File: src/hw/rtl/rssd_pkg.sv
// shared types, constants and symbol tables for the roman slot string decoder
`default_nettype none

package rssd_pkg;

  localparam int KEY_ENTRIES     = 8;
  localparam int QUEUE_DEPTH_DEF = 2;

  localparam logic [2:0] RING_NONE = 3'd7;

  localparam logic [7:0] CH_I = 8'h49;
  localparam logic [7:0] CH_V = 8'h56;
  localparam logic [7:0] CH_X = 8'h58;
  localparam logic [7:0] CH_L = 8'h4C;
  localparam logic [7:0] CH_C = 8'h43;
  localparam logic [7:0] CH_D = 8'h44;
  localparam logic [7:0] CH_M = 8'h4D;
  localparam logic [7:0] CH_N = 8'h4E;
  localparam logic [7:0] CH_0 = 8'h30;
  localparam logic [7:0] CH_9 = 8'h39;

  typedef struct packed {
    logic       is_digit;
    logic [3:0] digit;
    logic [2:0] ring_idx;
    logic       is_n;
    logic       last;
  } rssd_item_t;

  typedef struct packed {
    logic [15:0] radix;
    logic [23:0] key;
    logic [3:0]  key_len;
  } rssd_cfg_t;

  // place of a character in the ring I V X L C D M, RING_NONE otherwise
  function automatic logic [2:0] ring_index(input logic [7:0] c);
    logic [2:0] idx;
    unique case (c)
      CH_I:    idx = 3'd0;
      CH_V:    idx = 3'd1;
      CH_X:    idx = 3'd2;
      CH_L:    idx = 3'd3;
      CH_C:    idx = 3'd4;
      CH_D:    idx = 3'd5;
      CH_M:    idx = 3'd6;
      default: idx = RING_NONE;
    endcase
    return idx;
  endfunction

  function automatic logic [16:0] ring_value(input logic [2:0] idx);
    logic [16:0] v;
    unique case (idx)
      3'd0:    v = 17'd1;
      3'd1:    v = 17'd5;
      3'd2:    v = 17'd10;
      3'd3:    v = 17'd50;
      3'd4:    v = 17'd100;
      3'd5:    v = 17'd500;
      3'd6:    v = 17'd1000;
      default: v = 17'd0;
    endcase
    return v;
  endfunction

endpackage

`default_nettype wire

File: src/hw/rtl/rssd_front.sv
// input register stage that classifies each character
`default_nettype none

module rssd_front (
  input  logic                clk,
  input  logic                rst,
  input  logic [7:0]          char_code,
  input  logic                last,
  input  logic                char_valid,
  output logic                char_ready,
  output rssd_pkg::rssd_item_t item,
  output logic                item_valid,
  input  logic                item_ready
);
  import rssd_pkg::*;

  logic is_digit;

  assign is_digit   = (char_code >= CH_0) && (char_code <= CH_9);
  assign char_ready = !item_valid || item_ready;

  always_ff @(posedge clk) begin
    if (rst) begin
      item_valid <= 1'b0;
    end else begin
      if (char_ready) begin
        item_valid <= char_valid;
      end
      if (char_valid && char_ready) begin
        item.is_digit <= is_digit;
        item.digit    <= is_digit ? 4'(char_code - CH_0) : 4'd0;
        item.ring_idx <= ring_index(char_code);
        item.is_n     <= (char_code == CH_N);
        item.last     <= last;
      end
    end
  end

endmodule

`default_nettype wire

File: src/hw/rtl/rssd_queue.sv
// short fifo between the classifier and the parser
`default_nettype none

module rssd_queue #(
  parameter int DEPTH = rssd_pkg::QUEUE_DEPTH_DEF
) (
  input  logic                clk,
  input  logic                rst,
  input  rssd_pkg::rssd_item_t in_item,
  input  logic                in_valid,
  output logic                in_ready,
  output rssd_pkg::rssd_item_t out_item,
  output logic                out_valid,
  input  logic                out_ready
);
  import rssd_pkg::*;

  localparam int PTR_W = (DEPTH > 1) ? $clog2(DEPTH) : 1;
  localparam int CNT_W = $clog2(DEPTH + 1);

  rssd_item_t       slots [DEPTH];
  logic [PTR_W-1:0] wr_ptr;
  logic [PTR_W-1:0] rd_ptr;
  logic [CNT_W-1:0] count;
  logic             push;
  logic             pop;

  assign in_ready  = (count != CNT_W'(DEPTH));
  assign out_valid = (count != '0);
  assign push      = in_valid && in_ready;
  assign pop       = out_valid && out_ready;
  assign out_item  = slots[rd_ptr];

  always_ff @(posedge clk) begin
    if (rst) begin
      wr_ptr <= '0;
      rd_ptr <= '0;
      count  <= '0;
    end else begin
      if (push) begin
        slots[wr_ptr] <= in_item;
        wr_ptr <= (wr_ptr == PTR_W'(DEPTH - 1)) ? '0 : wr_ptr + PTR_W'(1);
      end
      if (pop) begin
        rd_ptr <= (rd_ptr == PTR_W'(DEPTH - 1)) ? '0 : rd_ptr + PTR_W'(1);
      end
      if (push && !pop) begin
        count <= count + CNT_W'(1);
      end else if (pop && !push) begin
        count <= count - CNT_W'(1);
      end
    end
  end

endmodule

`default_nettype wire

File: src/hw/rtl/rssd_back.sv
// slot parser, roman reader, weighting multiply and total accumulator
`default_nettype none

module rssd_back (
  input  logic                clk,
  input  logic                rst,
  input  rssd_pkg::rssd_cfg_t  cfg,
  input  rssd_pkg::rssd_item_t item,
  input  logic                item_valid,
  output logic                item_ready,
  output logic signed [31:0]  decoded_value,
  output logic                incomplete_tail,
  output logic                bad_prefix,
  output logic                result_valid,
  input  logic                result_ready
);
  import rssd_pkg::*;

  typedef enum logic [1:0] {
    PH_FIRST  = 2'd0,
    PH_SECOND = 2'd1,
    PH_SLOT   = 2'd2
  } phase_t;

  // parse state
  phase_t      phase;
  logic [6:0]  tens;
  logic [2:0]  pending;
  logic [16:0] slot_sum;
  logic [31:0] weight;
  logic [2:0]  key_index;
  logic        error_seen;

  phase_t      phase_next;
  logic [6:0]  tens_next;
  logic [2:0]  pending_next;
  logic [16:0] slot_sum_next;
  logic [31:0] weight_next;
  logic [2:0]  key_index_next;
  logic        error_seen_next;

  // parse stage outputs
  logic        a_valid;
  logic        a_last;
  logic        a_lone;
  logic        a_inc;
  logic        a_bad;
  logic [16:0] a_sum;
  logic [31:0] a_weight;

  // multiply stage outputs
  logic        m_valid;
  logic        m_last;
  logic        m_lone;
  logic        m_inc;
  logic        m_bad;
  logic [31:0] m_prod;

  logic [31:0] total;

  logic        adv;
  logic        pop;
  logic [3:0]  used_len;
  logic [2:0]  used_idx;
  logic [3:0]  next_idx;
  logic [2:0]  rot_raw;
  logic [2:0]  rot;
  logic [3:0]  rot_sum;
  logic [2:0]  sym;
  logic [2:0]  pend_idx;
  logic [16:0] fed_sum;
  logic [2:0]  fed_pend;
  logic [16:0] base_sum;
  logic [2:0]  base_pend;
  logic [16:0] fin_sum;
  logic [6:0]  len;
  logic [6:0]  remain;
  logic        finish;
  logic        lone_cand;
  logic        lone;

  // whole back end moves together; the queue absorbs a blocked result
  assign adv        = !result_valid || result_ready;
  assign pop        = adv && item_valid;
  assign item_ready = adv;
  assign lone       = m_lone && (total == 32'd0);

  always_comb begin
    if (cfg.key_len == 4'd0) begin
      used_len = 4'd1;
    end else if (cfg.key_len > 4'(KEY_ENTRIES)) begin
      used_len = 4'(KEY_ENTRIES);
    end else begin
      used_len = cfg.key_len;
    end
    used_idx = ({1'b0, key_index} < used_len) ? key_index : 3'd0;
    next_idx = {1'b0, used_idx} + 4'd1;
    rot_raw  = 3'(cfg.key >> (5'(used_idx) * 5'd3));
    rot      = (rot_raw == 3'd7) ? 3'd0 : rot_raw;

    // turn the symbol back around the ring
    rot_sum = {1'b0, item.ring_idx} + (4'd7 - {1'b0, rot});
    if (item.ring_idx == RING_NONE) begin
      sym = RING_NONE;
    end else if (rot_sum >= 4'd7) begin
      sym = 3'(rot_sum - 4'd7);
    end else begin
      sym = rot_sum[2:0];
    end

    // roman reader: a pending I, X or C may pair with the next symbol
    pend_idx = pending - 3'd1;
    fed_pend = 3'd0;
    if ((pending != 3'd0) && (sym != RING_NONE) &&
        (({1'b0, sym} == {1'b0, pend_idx} + 4'd1) ||
         ({1'b0, sym} == {1'b0, pend_idx} + 4'd2))) begin
      fed_sum = slot_sum + ring_value(sym) - ring_value(pend_idx);
    end else begin
      fed_sum = slot_sum + ring_value(pend_idx);
      if (sym != RING_NONE) begin
        if ((sym == 3'd0) || (sym == 3'd2) || (sym == 3'd4)) begin
          fed_pend = sym + 3'd1;
        end else begin
          fed_sum = fed_sum + ring_value(sym);
        end
      end
    end

    lone_cand = item.last && item.is_n && (phase != PH_SECOND) && (phase != PH_SLOT) &&
                (weight == 32'd1) && (key_index == 3'd0) && !error_seen &&
                (slot_sum == 17'd0) && (pending == 3'd0);

    phase_next      = phase;
    tens_next       = tens;
    pending_next    = pending;
    slot_sum_next   = slot_sum;
    weight_next     = weight;
    key_index_next  = key_index;
    error_seen_next = error_seen;
    finish          = 1'b0;
    base_sum        = slot_sum;
    base_pend       = pending;
    len             = tens * 7'd10 + {3'b0, item.digit};
    remain          = (tens != 7'd0) ? tens - 7'd1 : 7'd0;

    unique case (phase)
      PH_SECOND: begin
        if (!item.is_digit) begin
          error_seen_next = 1'b1;
        end
        if (len == 7'd0) begin
          finish = 1'b1;
        end else begin
          tens_next     = len;
          slot_sum_next = 17'd0;
          pending_next  = 3'd0;
          phase_next    = PH_SLOT;
        end
      end
      PH_SLOT: begin
        slot_sum_next = fed_sum;
        pending_next  = fed_pend;
        tens_next     = remain;
        base_sum      = fed_sum;
        base_pend     = fed_pend;
        if (remain == 7'd0) begin
          finish = 1'b1;
        end
      end
      default: begin
        tens_next  = {3'b0, item.digit};
        phase_next = PH_SECOND;
        if (!item.is_digit) begin
          error_seen_next = 1'b1;
        end
      end
    endcase

    fin_sum = base_sum + ring_value(base_pend - 3'd1);
    if (finish) begin
      weight_next    = 32'(weight * cfg.radix);
      key_index_next = (next_idx >= used_len) ? 3'd0 : next_idx[2:0];
      slot_sum_next  = 17'd0;
      pending_next   = 3'd0;
      tens_next      = 7'd0;
      phase_next     = PH_FIRST;
    end
  end

  always_ff @(posedge clk) begin
    if (rst) begin
      phase        <= PH_FIRST;
      tens         <= 7'd0;
      pending      <= 3'd0;
      slot_sum     <= 17'd0;
      weight       <= 32'd1;
      key_index    <= 3'd0;
      error_seen   <= 1'b0;
      a_valid      <= 1'b0;
      m_valid      <= 1'b0;
      result_valid <= 1'b0;
      total        <= 32'd0;
    end else begin
      if (pop) begin
        if (item.last) begin
          phase      <= PH_FIRST;
          tens       <= 7'd0;
          pending    <= 3'd0;
          slot_sum   <= 17'd0;
          weight     <= 32'd1;
          key_index  <= 3'd0;
          error_seen <= 1'b0;
        end else begin
          phase      <= phase_next;
          tens       <= tens_next;
          pending    <= pending_next;
          slot_sum   <= slot_sum_next;
          weight     <= weight_next;
          key_index  <= key_index_next;
          error_seen <= error_seen_next;
        end
      end
      if (adv) begin
        a_valid  <= pop;
        a_last   <= item.last;
        a_lone   <= lone_cand;
        a_inc    <= (phase_next == PH_SECOND) || (phase_next == PH_SLOT);
        a_bad    <= error_seen_next;
        a_sum    <= finish ? fin_sum : 17'd0;
        a_weight <= weight;

        m_valid <= a_valid;
        m_last  <= a_last;
        m_lone  <= a_lone;
        m_inc   <= a_inc;
        m_bad   <= a_bad;
        m_prod  <= 32'(a_sum * a_weight);

        result_valid <= m_valid && m_last;
        if (m_valid) begin
          if (m_last) begin
            decoded_value   <= $signed(total + m_prod);
            incomplete_tail <= m_inc && !lone;
            bad_prefix      <= m_bad && !lone;
            total           <= 32'd0;
          end else begin
            total <= total + m_prod;
          end
        end
      end
    end
  end

  a_clear_after_last: assert property (@(posedge clk) disable iff (rst)
    pop && item.last |=> (phase == PH_FIRST) && (weight == 32'd1) &&
                         (key_index == 3'd0) && !error_seen)
    else $error("parse state not cleared after last character");

  a_lone_only_last: assert property (@(posedge clk) disable iff (rst)
    a_valid && a_lone |-> a_last)
    else $error("lone N candidate on a non-final character");

  a_slot_has_chars: assert property (@(posedge clk) disable iff (rst)
    phase == PH_SLOT |-> tens != 7'd0)
    else $error("inside a slot with no characters left");

  a_result_source: assert property (@(posedge clk) disable iff (rst)
    $rose(result_valid) |-> $past(m_valid && m_last))
    else $error("result raised without a final character in the multiply stage");

endmodule

`default_nettype wire

File: src/hw/rtl/roman_slot_string_decoder.sv
// top level: config registers, classifier, queue and slot parser
//
//   channel   signals                                   direction   width
//   char      char_valid/char_ready, char_code, last    in          8 + 1
//   result    result_valid/result_ready, decoded_value,  out         32 + 1 + 1
//             incomplete_tail, bad_prefix
//   config    psel/penable/pwrite/paddr/pwdata/prdata    apb         4-bit addr, 32-bit data
//
// one character per cycle sustained while results are taken; after its last character is
// accepted a result passes the input register, queue, parse, multiply and total registers
// the parse stage closes at most one slot per character: one 32x16 weight multiply feeds back there
// rst is synchronous; it restores the register defaults and empties every stage
// a blocked result holds the back end; char_ready drops once the queue and input register fill
`default_nettype none

module roman_slot_string_decoder #(
  parameter int QUEUE_DEPTH = rssd_pkg::QUEUE_DEPTH_DEF
) (
  input  logic               clk,
  input  logic               rst,
  input  logic               psel,
  input  logic               penable,
  input  logic               pwrite,
  input  logic [3:0]         paddr,
  input  logic [31:0]        pwdata,
  output logic [31:0]        prdata,
  output logic               pready,
  input  logic [7:0]         char_code,
  input  logic               last,
  input  logic               char_valid,
  output logic               char_ready,
  output logic signed [31:0] decoded_value,
  output logic               incomplete_tail,
  output logic               bad_prefix,
  output logic               result_valid,
  input  logic               result_ready
);
  import rssd_pkg::*;

  localparam logic [1:0] REG_RADIX = 2'd0;
  localparam logic [1:0] REG_KEY   = 2'd1;
  localparam logic [1:0] REG_LEN   = 2'd2;

  localparam logic [15:0] RADIX_RST = 16'd16;
  localparam logic [23:0] KEY_RST   = 24'd1692432;
  localparam logic [3:0]  LEN_RST   = 4'd7;

  rssd_cfg_t  cfg;
  rssd_item_t f_item;
  logic       f_valid;
  logic       f_ready;
  rssd_item_t q_item;
  logic       q_valid;
  logic       q_ready;
  logic       wr_en;

  assign pready = 1'b1;
  assign wr_en  = psel && penable && pwrite && pready;

  always_ff @(posedge clk) begin
    if (rst) begin
      cfg.radix   <= RADIX_RST;
      cfg.key     <= KEY_RST;
      cfg.key_len <= LEN_RST;
    end else if (wr_en) begin
      unique case (paddr[3:2])
        REG_RADIX: cfg.radix   <= pwdata[15:0];
        REG_KEY:   cfg.key     <= pwdata[23:0];
        REG_LEN:   cfg.key_len <= pwdata[3:0];
        default: ;
      endcase
    end
  end

  always_comb begin
    unique case (paddr[3:2])
      REG_RADIX: prdata = {16'b0, cfg.radix};
      REG_KEY:   prdata = {8'b0, cfg.key};
      REG_LEN:   prdata = {28'b0, cfg.key_len};
      default:   prdata = 32'd0;
    endcase
  end

  rssd_front u_front (
    .clk        (clk),
    .rst        (rst),
    .char_code  (char_code),
    .last       (last),
    .char_valid (char_valid),
    .char_ready (char_ready),
    .item       (f_item),
    .item_valid (f_valid),
    .item_ready (f_ready)
  );

  rssd_queue #(
    .DEPTH (QUEUE_DEPTH)
  ) u_queue (
    .clk       (clk),
    .rst       (rst),
    .in_item   (f_item),
    .in_valid  (f_valid),
    .in_ready  (f_ready),
    .out_item  (q_item),
    .out_valid (q_valid),
    .out_ready (q_ready)
  );

  rssd_back u_back (
    .clk             (clk),
    .rst             (rst),
    .cfg             (cfg),
    .item            (q_item),
    .item_valid      (q_valid),
    .item_ready      (q_ready),
    .decoded_value   (decoded_value),
    .incomplete_tail (incomplete_tail),
    .bad_prefix      (bad_prefix),
    .result_valid    (result_valid),
    .result_ready    (result_ready)
  );

endmodule

`default_nettype wire
File: config.mk
export PLATFORM = sky130hd
export DESIGN_NAME = roman_slot_string_decoder
export DESIGN_NICKNAME = d
export VERILOG_FILES = /design/src/hw/rtl/rssd_pkg.sv /design/src/hw/rtl/rssd_front.sv /design/src/hw/rtl/rssd_queue.sv /design/src/hw/rtl/rssd_back.sv /design/src/hw/rtl/roman_slot_string_decoder.sv
export SDC_FILE = /design/constraint.sdc
export NUM_CORES = 2
export LEC_CHECK = 0
export ABC_AREA = 1
export BUFFER_PORTS_ARGS = -buffer_cell sky130_fd_sc_hd__buf_4
export CAP_MARGIN = 30
export CORE_UTILIZATION = 25
export DETAILED_ROUTE_END_ITERATION = 8
export GPL_ROUTABILITY_DRIVEN = 0
export SLEW_MARGIN = 20
export SYNTH_ARGS = -nofsm -noshare
export SYNTH_HDL_FRONTEND = slang
export SYNTH_HIERARCHICAL = 1
export SYNTH_SLANG_ARGS = --single-unit
File: constraint.sdc
create_clock -name clk -period 14.6 [get_ports clk]
set_clock_uncertainty 0.1 [all_clocks]
set_input_delay 1.46 -clock clk [delete_from_list [all_inputs] [get_ports clk]]
set_output_delay 1.46 -clock clk [all_outputs]
set_load 0.1 [all_outputs]
* Word-level counts from Yosys, hierarchy flattened *
Memory sizes are Yosys's and may differ from the RTL's. A register that Yosys moved wholly into a read port is not among the register bits.
Cells that the tools add are included.

word-level totals
  register bits = 282
  memory bits (writable) = 20
  bits of input ports = 52
  output and inout bits = 69
  logic and storage cells = 238
  memories kept = 1

operators by class
  add/subtract/negate cells = 22
  $mul = 4
  $lt $le $gt $ge = 6
  equality and inequality tests = 42
  shifts and indexed selects = 1
  muxes and demuxes = 63
  bitwise logic cells = 1
  reductions and logical operators = 61

memories
  name           words  bits a word  rd ports  clocked after memory_dff  write ports  line              source
  u_queue.slots  2      10           1         1                         1            rssd_queue.sv:21  rssd_item_t slots [DEPTH];

operators with widths
  operator             number
  $mux 17              13
  $pmux 10 s7          3
  $mux 32              3
  $pmux 24 s3          1
  $eq 8x7->1 const B   8
  $add 17x17->17       3
  $mux 3               14
  $pmux 17 s2          1
  $eq 3x3->1 const B   11
  $add 32x32->32       1
  $eq 32x1->1 const B  1
  $logic_not 32->1     1
  $mul 17x32->32       1
  $mul 32x16->32       1
  $mux 7               4
  $shr 24x5->3         1
  $logic_and 1x1->1    22
  $pmux 3 s7           1
  $eq 3x2->1 const B   6
  $add 17x10->17       1
  $logic_not 17->1     1
  $sub 17x17->17       1
  $reduce_and 2->1     8
  $logic_not 3->1      5
  other kinds (48)     88

* Logic depth before layout (Yosys ltp) *
  depth after elaboration = 27
  depth in mapped cells = 63
  depth with buffers taken out = 62

* By module *
The synthesis kept the hierarchy.

by module, submodules not included
  module                     instances  cells each  area each (µm²)  sequential area each (µm²)
  rssd_back                  1          4800        37962.7          5695.5
  roman_slot_string_decoder  1          316         2175.8           880.8
  rssd_queue                 1          68          1002.2           700.7
  rssd_front                 1          72          619.3            320.3

* Worst setup path before layout *
No wires, ideal clock.

  kind = reg-to-reg
  start point = register cfg[3] (netlist name)
  end point = register u_back.a_sum[16], data pin
  setup time = 0.253 ns
  arrival time = 7.450 ns
  required time = 14.247 ns
  setup slack = 6.797 ns
  stages on the path, launching flop included = 59
  path buffers = 1
  period minus slack after synthesis = 7.803 ns
  cells stage by stage = dfxtp_1 > inv_1 > nand2_1 > ha_1 > a21oi_1 > nand3b_1 > nand2_1 > nor2_1 > inv_1 > clkbuf_1 > o21ai_0 > o21ai_0 > inv_1 > o21ai_0 > inv_1 > nand3_1 > nand2_1 > ha_1 > (+23 left out) > nor2_1 > nor2_1 > xor2_1 > nand2_1 > a21oi_1 > a21oi_1 > ha_1 > nand2_1 > o21ai_0 > nand3_1 > nand2_1 > nand3_1 > nand2_1 > nand2_2 > nor2_4 > nand4_2 > nor2_1 > nor2_1

on the way
  word-level cells in the longest chain between the ends = 25
  elaborated cells between the ends (all ways) = 58
  classes of those cells = 9 x add/sub; 1 x mul; 3 x order compare; 16 x eq/ne; 1 x shift; 20 x mux; 8 x reduce/logical

RTL lines
  item                                                                     line                                source
  $gt 4x4->1                                                               rssd_back.sv:91                     end else if (cfg.key_len > 4'(KEY_ENTRIES)) begin
  $mux 4                                                                   rssd_back.sv:91
  $mux 4 (*)                                                               rssd_back.sv:89                     if (cfg.key_len == 4'd0) begin
  $lt 3x4->1 (*)                                                           rssd_back.sv:96                     used_idx = ({1'b0, key_index} < used_len) ? key_index : 3'd0;
  $mux 3 (*)                                                               rssd_back.sv:96
  $mul 3x2->5 (*)                                                          rssd_back.sv:98                     rot_raw = 3'(cfg.key >> (5'(used_idx) * 5'd3));
  $shr 24x5->3 (*)                                                         rssd_back.sv:98
  $eq 3x3->1                                                               rssd_back.sv:99                     rot = (rot_raw == 3'd7) ? 3'd0 : rot_raw;
  $mux 3 (*)                                                               rssd_back.sv:99
  $sub 3x3->4 (*)                                                          rssd_back.sv:102                    rot_sum = {1'b0, item.ring_idx} + (4'd7 - {1'b0, rot});
  $add 3x4->4 (*)                                                          rssd_back.sv:102
  $ge 4x3->1 or $sub 3x3->3 (tied branches)                                rssd_back.sv:105, rssd_back.sv:106
  $mux 3 (*)                                                               rssd_back.sv:105                    end else if (rot_sum >= 4'd7) begin
  $mux 3 (*)                                                               rssd_back.sv:103                    if (item.ring_idx == RING_NONE) begin
  parallel branches: the longest is 10 deep, another holds $add 17x17->17  -
  $add 17x10->17 (*)                                                       rssd_back.sv:179                    fin_sum = base_sum + ring_value(base_pend - 3'd1);
  end signal, assigned                                                     rssd_back.sv:229                    a_sum <= finish ? fin_sum : 17'd0;
  end, declared                                                            rssd_back.sv:48                     logic [16:0] a_sum;

Every way passes the cells marked *. The select of a mux whose other input is x is not followed.
A chain may end at the register's enable or synchronous reset.

* Worst setup path after layout *
  start point = register cfg[3] (netlist name)
  end point = register u_back.a_sum[16], data pin

on the way
  word-level cells in the longest chain between the ends = 25
  elaborated cells between the ends (all ways) = 58
  classes of those cells = 9 x add/sub; 1 x mul; 3 x order compare; 16 x eq/ne; 1 x shift; 20 x mux; 8 x reduce/logical

RTL lines
  item                                                                     line
  $gt 4x4->1                                                               rssd_back.sv:91
  $mux 4                                                                   rssd_back.sv:91
  $mux 4 (*)                                                               rssd_back.sv:89
  $lt 3x4->1 (*)                                                           rssd_back.sv:96
  $mux 3 (*)                                                               rssd_back.sv:96
  $mul 3x2->5 (*)                                                          rssd_back.sv:98
  $shr 24x5->3 (*)                                                         rssd_back.sv:98
  $eq 3x3->1                                                               rssd_back.sv:99
  $mux 3 (*)                                                               rssd_back.sv:99
  $sub 3x3->4 (*)                                                          rssd_back.sv:102
  $add 3x4->4 (*)                                                          rssd_back.sv:102
  $ge 4x3->1 or $sub 3x3->3 (tied branches)                                rssd_back.sv:105, rssd_back.sv:106
  $mux 3 (*)                                                               rssd_back.sv:105
  $mux 3 (*)                                                               rssd_back.sv:103
  parallel branches: the longest is 10 deep, another holds $add 17x17->17  -
  $add 17x10->17 (*)                                                       rssd_back.sv:179

Marked as above.

==> flow_metrics.env <==
export IMPL_dp_cells=7367
export IMPL_clock_sinks=303
export IMPL_syn_cell_area_sq_mm=0.0418
export IMPL_startpoint_type="flip-flop"
export IMPL_synth_seq_area_share=0.182
export IMPL_dieArea_sq_mm=0.169
export IMPL_layout_nets=6178
export IMPL_slew_violations=0
export IMPL_grt_usage=0.134
export IMPL_root_buffer="clkbuf_16"
export IMPL_critPathMaxFanout=13
export IMPL_worst_path_max_delay_cell="nor2_1"
export IMPL_cts_tree="done"
export IMPL_synth_edf_count=153
export IMPL_first_pass_iters=6
export IMPL_avgSynthCellArea_sq_um=7.95
export IMPL_crit_arrival_ps=9510
export IMPL_wirelength_um=112000
export IMPL_power_density_mw_per_mm2=185
export IMPL_clk_latency_ps=600
export IMPL_cts_made_buffers=37
export IMPL_worstHoldPathType="flip-flop to flip-flop"
export IMPL_stdcell_count=7441
export IMPL_die_w_um=411
export IMPL_grt_start_max_net_pins=56
export IMPL_setup_ws_ps=5330
export IMPL_timing_final_crit_share=0.635
export IMPL_yosysTopAreaCellShare=0.307
export IMPL_remaining_drc_errors=0
export IMPL_ys_ff_latch=303
export IMPL_relSlewSlack=0.299
export IMPL_worstSetupPathType="flip-flop to flip-flop"
export IMPL_end_kind="flip-flop"
export IMPL_wl_per_cell_um=15.1
export IMPL_ctsHoldBuffers=0
export IMPL_syn_to_final_growth_pct=10.3
export IMPL_yosys_area_top_type="fa_1"
export IMPL_vias=33200
export IMPL_vdd_ir_drop_max_mv=0.211
export IMPL_finalSetupViolCount=0
export IMPL_diodes=0
export IMPL_cts_setup_buffers=0
export IMPL_path_common_cell="inv_1"
export IMPL_drt_iter0_drc=2453
export IMPL_tns_ps=0
export IMPL_synth_cell_types=70
export IMPL_cts_htree_levels=2
export IMPL_slowest_delay_ps=550
export IMPL_io_pins=121
export IMPL_status="complete, no violations"
export IMPL_fin_crit_ps=9270
export IMPL_core_rowCount=149
export IMPL_grt_first_pass_wirelength_um=184000
export IMPL_cts_resized=0
export IMPL_coreArea_sq_mm=0.165
export IMPL_yosysMostFrequentCell="nand2_1"
export IMPL_fmax_mhz=108
export IMPL_grt_pass1_vias=34500
export IMPL_ant_nets=0
export IMPL_synthArstFlopShare=0
export IMPL_total_leakage_power_nw=21.5
export IMPL_finalHoldViolCount=0
export IMPL_clk_pin_slew_ps=60
export IMPL_drv_cap=0
export IMPL_drive_above_1_share=0.0666
export IMPL_start_util=0.253
export IMPL_synthCells=5256
export IMPL_antenna_found_initial=0
export IMPL_rsz0062_at_grt="no"
export IMPL_overflow=0
export IMPL_io_buffers=101
export IMPL_dp_hpwl_um=87700
export IMPL_yosysWarningCount=6
export IMPL_dp_slack_ps=4830
export IMPL_critPathRequiredTime_ps=14840
export IMPL_clockBufferDepth=3
export IMPL_fin_util=0.278
export IMPL_synth_area_leaders="fa_1, nand2_1, edfxtp_1"
export IMPL_viasPerCell=4.46
export IMPL_synth_main_ff_cell="edfxtp_1"
export IMPL_die_y_um=411
export IMPL_tightest_slew_ps=1050
export IMPL_synth_common_cells="nand2_1, inv_1, fa_1, ha_1, a21oi_1"
## report_power, final
part,internal (mW),switching (mW)
logic,2.27,3.97
registers,1.15,0.140
clock network,0.543,0.420
total,3.97,4.53
## final cells by class
class | instances | area (sq um)
repair buffers | 157 | 1260
fillers | 17600 | 119000
multi-input cells | 3572 | 28900
clock buffers | 45 | 976
flip-flops and latches | 303 | 7600
inverters | 1152 | 4330
well taps | 2189 | 2740
clock inverters | 23 | 273
## worst max-delay path: cells and delay by family (launching register included)
kind	cells	cell delay [ps]
and+or+nand+nor	29	3800
xor gates and xnor gates	1	150
buffers and inverters	10	930
DFF	1	340
AOI/OAI and AO/OA	8	1240
adders and majority gates	8	2410
## through the flow
step	area [sq um]	power [mW]	hold slack [ps]
5_1_grt	46000	9.34	335
3_5_place_dp	44700	7.45	305
2_1_floorplan	41800	6.02	300
3_3_place_gp	44600	7.37	300
4_1_cts	46000	8.46	319
6_report	46000	8.50	319
## sequential cells by signal, summed over array words and instances, names as in the netlist, 3 cells and up, named ones only
register / flops
u_back/total: 32
u_back/weight: 32
cfg: 44
u_front/item: 10
u_back/key_index: 3
u_queue/slots: 20
u_back/a_weight: 32
u_back/pending: 3
u_back/slot_sum: 17
u_back/decoded_value: 32
u_back/a_sum: 17
u_back/tens: 7
u_back/m_prod: 32
## final timing paths
check / from / to / slack, ps / cells past startpoint
worst max-delay path: cfg[3] / u_back/a_sum[16] / 5330 / 56
worst min register to register: u_back/a_last / u_back/m_last / 320 / 0
worst max register to register: cfg[3] / u_back/a_sum[16] / 5330 / 56
worst min-delay path: u_back/a_last / u_back/m_last / 320 / 0
## kinds of logic after synthesis
family          Yosys count  share of synthesized area
other cells               2                   0.000180
simple gates           1997                      0.201
mux                      13                    0.00345
xor+xnor                162                     0.0340
compound gates          488                     0.0665
buf+inv                1388                      0.128
fa+ha+maj               903                      0.386
flops                   303                      0.182
## layer usage
layer / global-route usage / part of all wire / wire [um] / up-vias
li1: - / - / - / 15700
met1: 0.181 / 0.45 / 50400 / 16400
met2: 0.229 / 0.47 / 53200 / 948
met3: 0.0152 / 0.056 / 6280 / 144
met4: 0.0293 / 0.020 / 2260 / 0
met5: 0 / 0 / 0 / -
## placed cells by master (no fill, tap or decap), types with 147 or more instances in the layout
master    count
nand2_1    1420
ha_1        263
dfxtp_1     150
nand3_1     159
a21oi_1     259
edfxtp_1    153
nor2_1      240
inv_1      1124
buf_4       147
fa_1        640
Note: power is estimated with default switching activity, not from simulation.
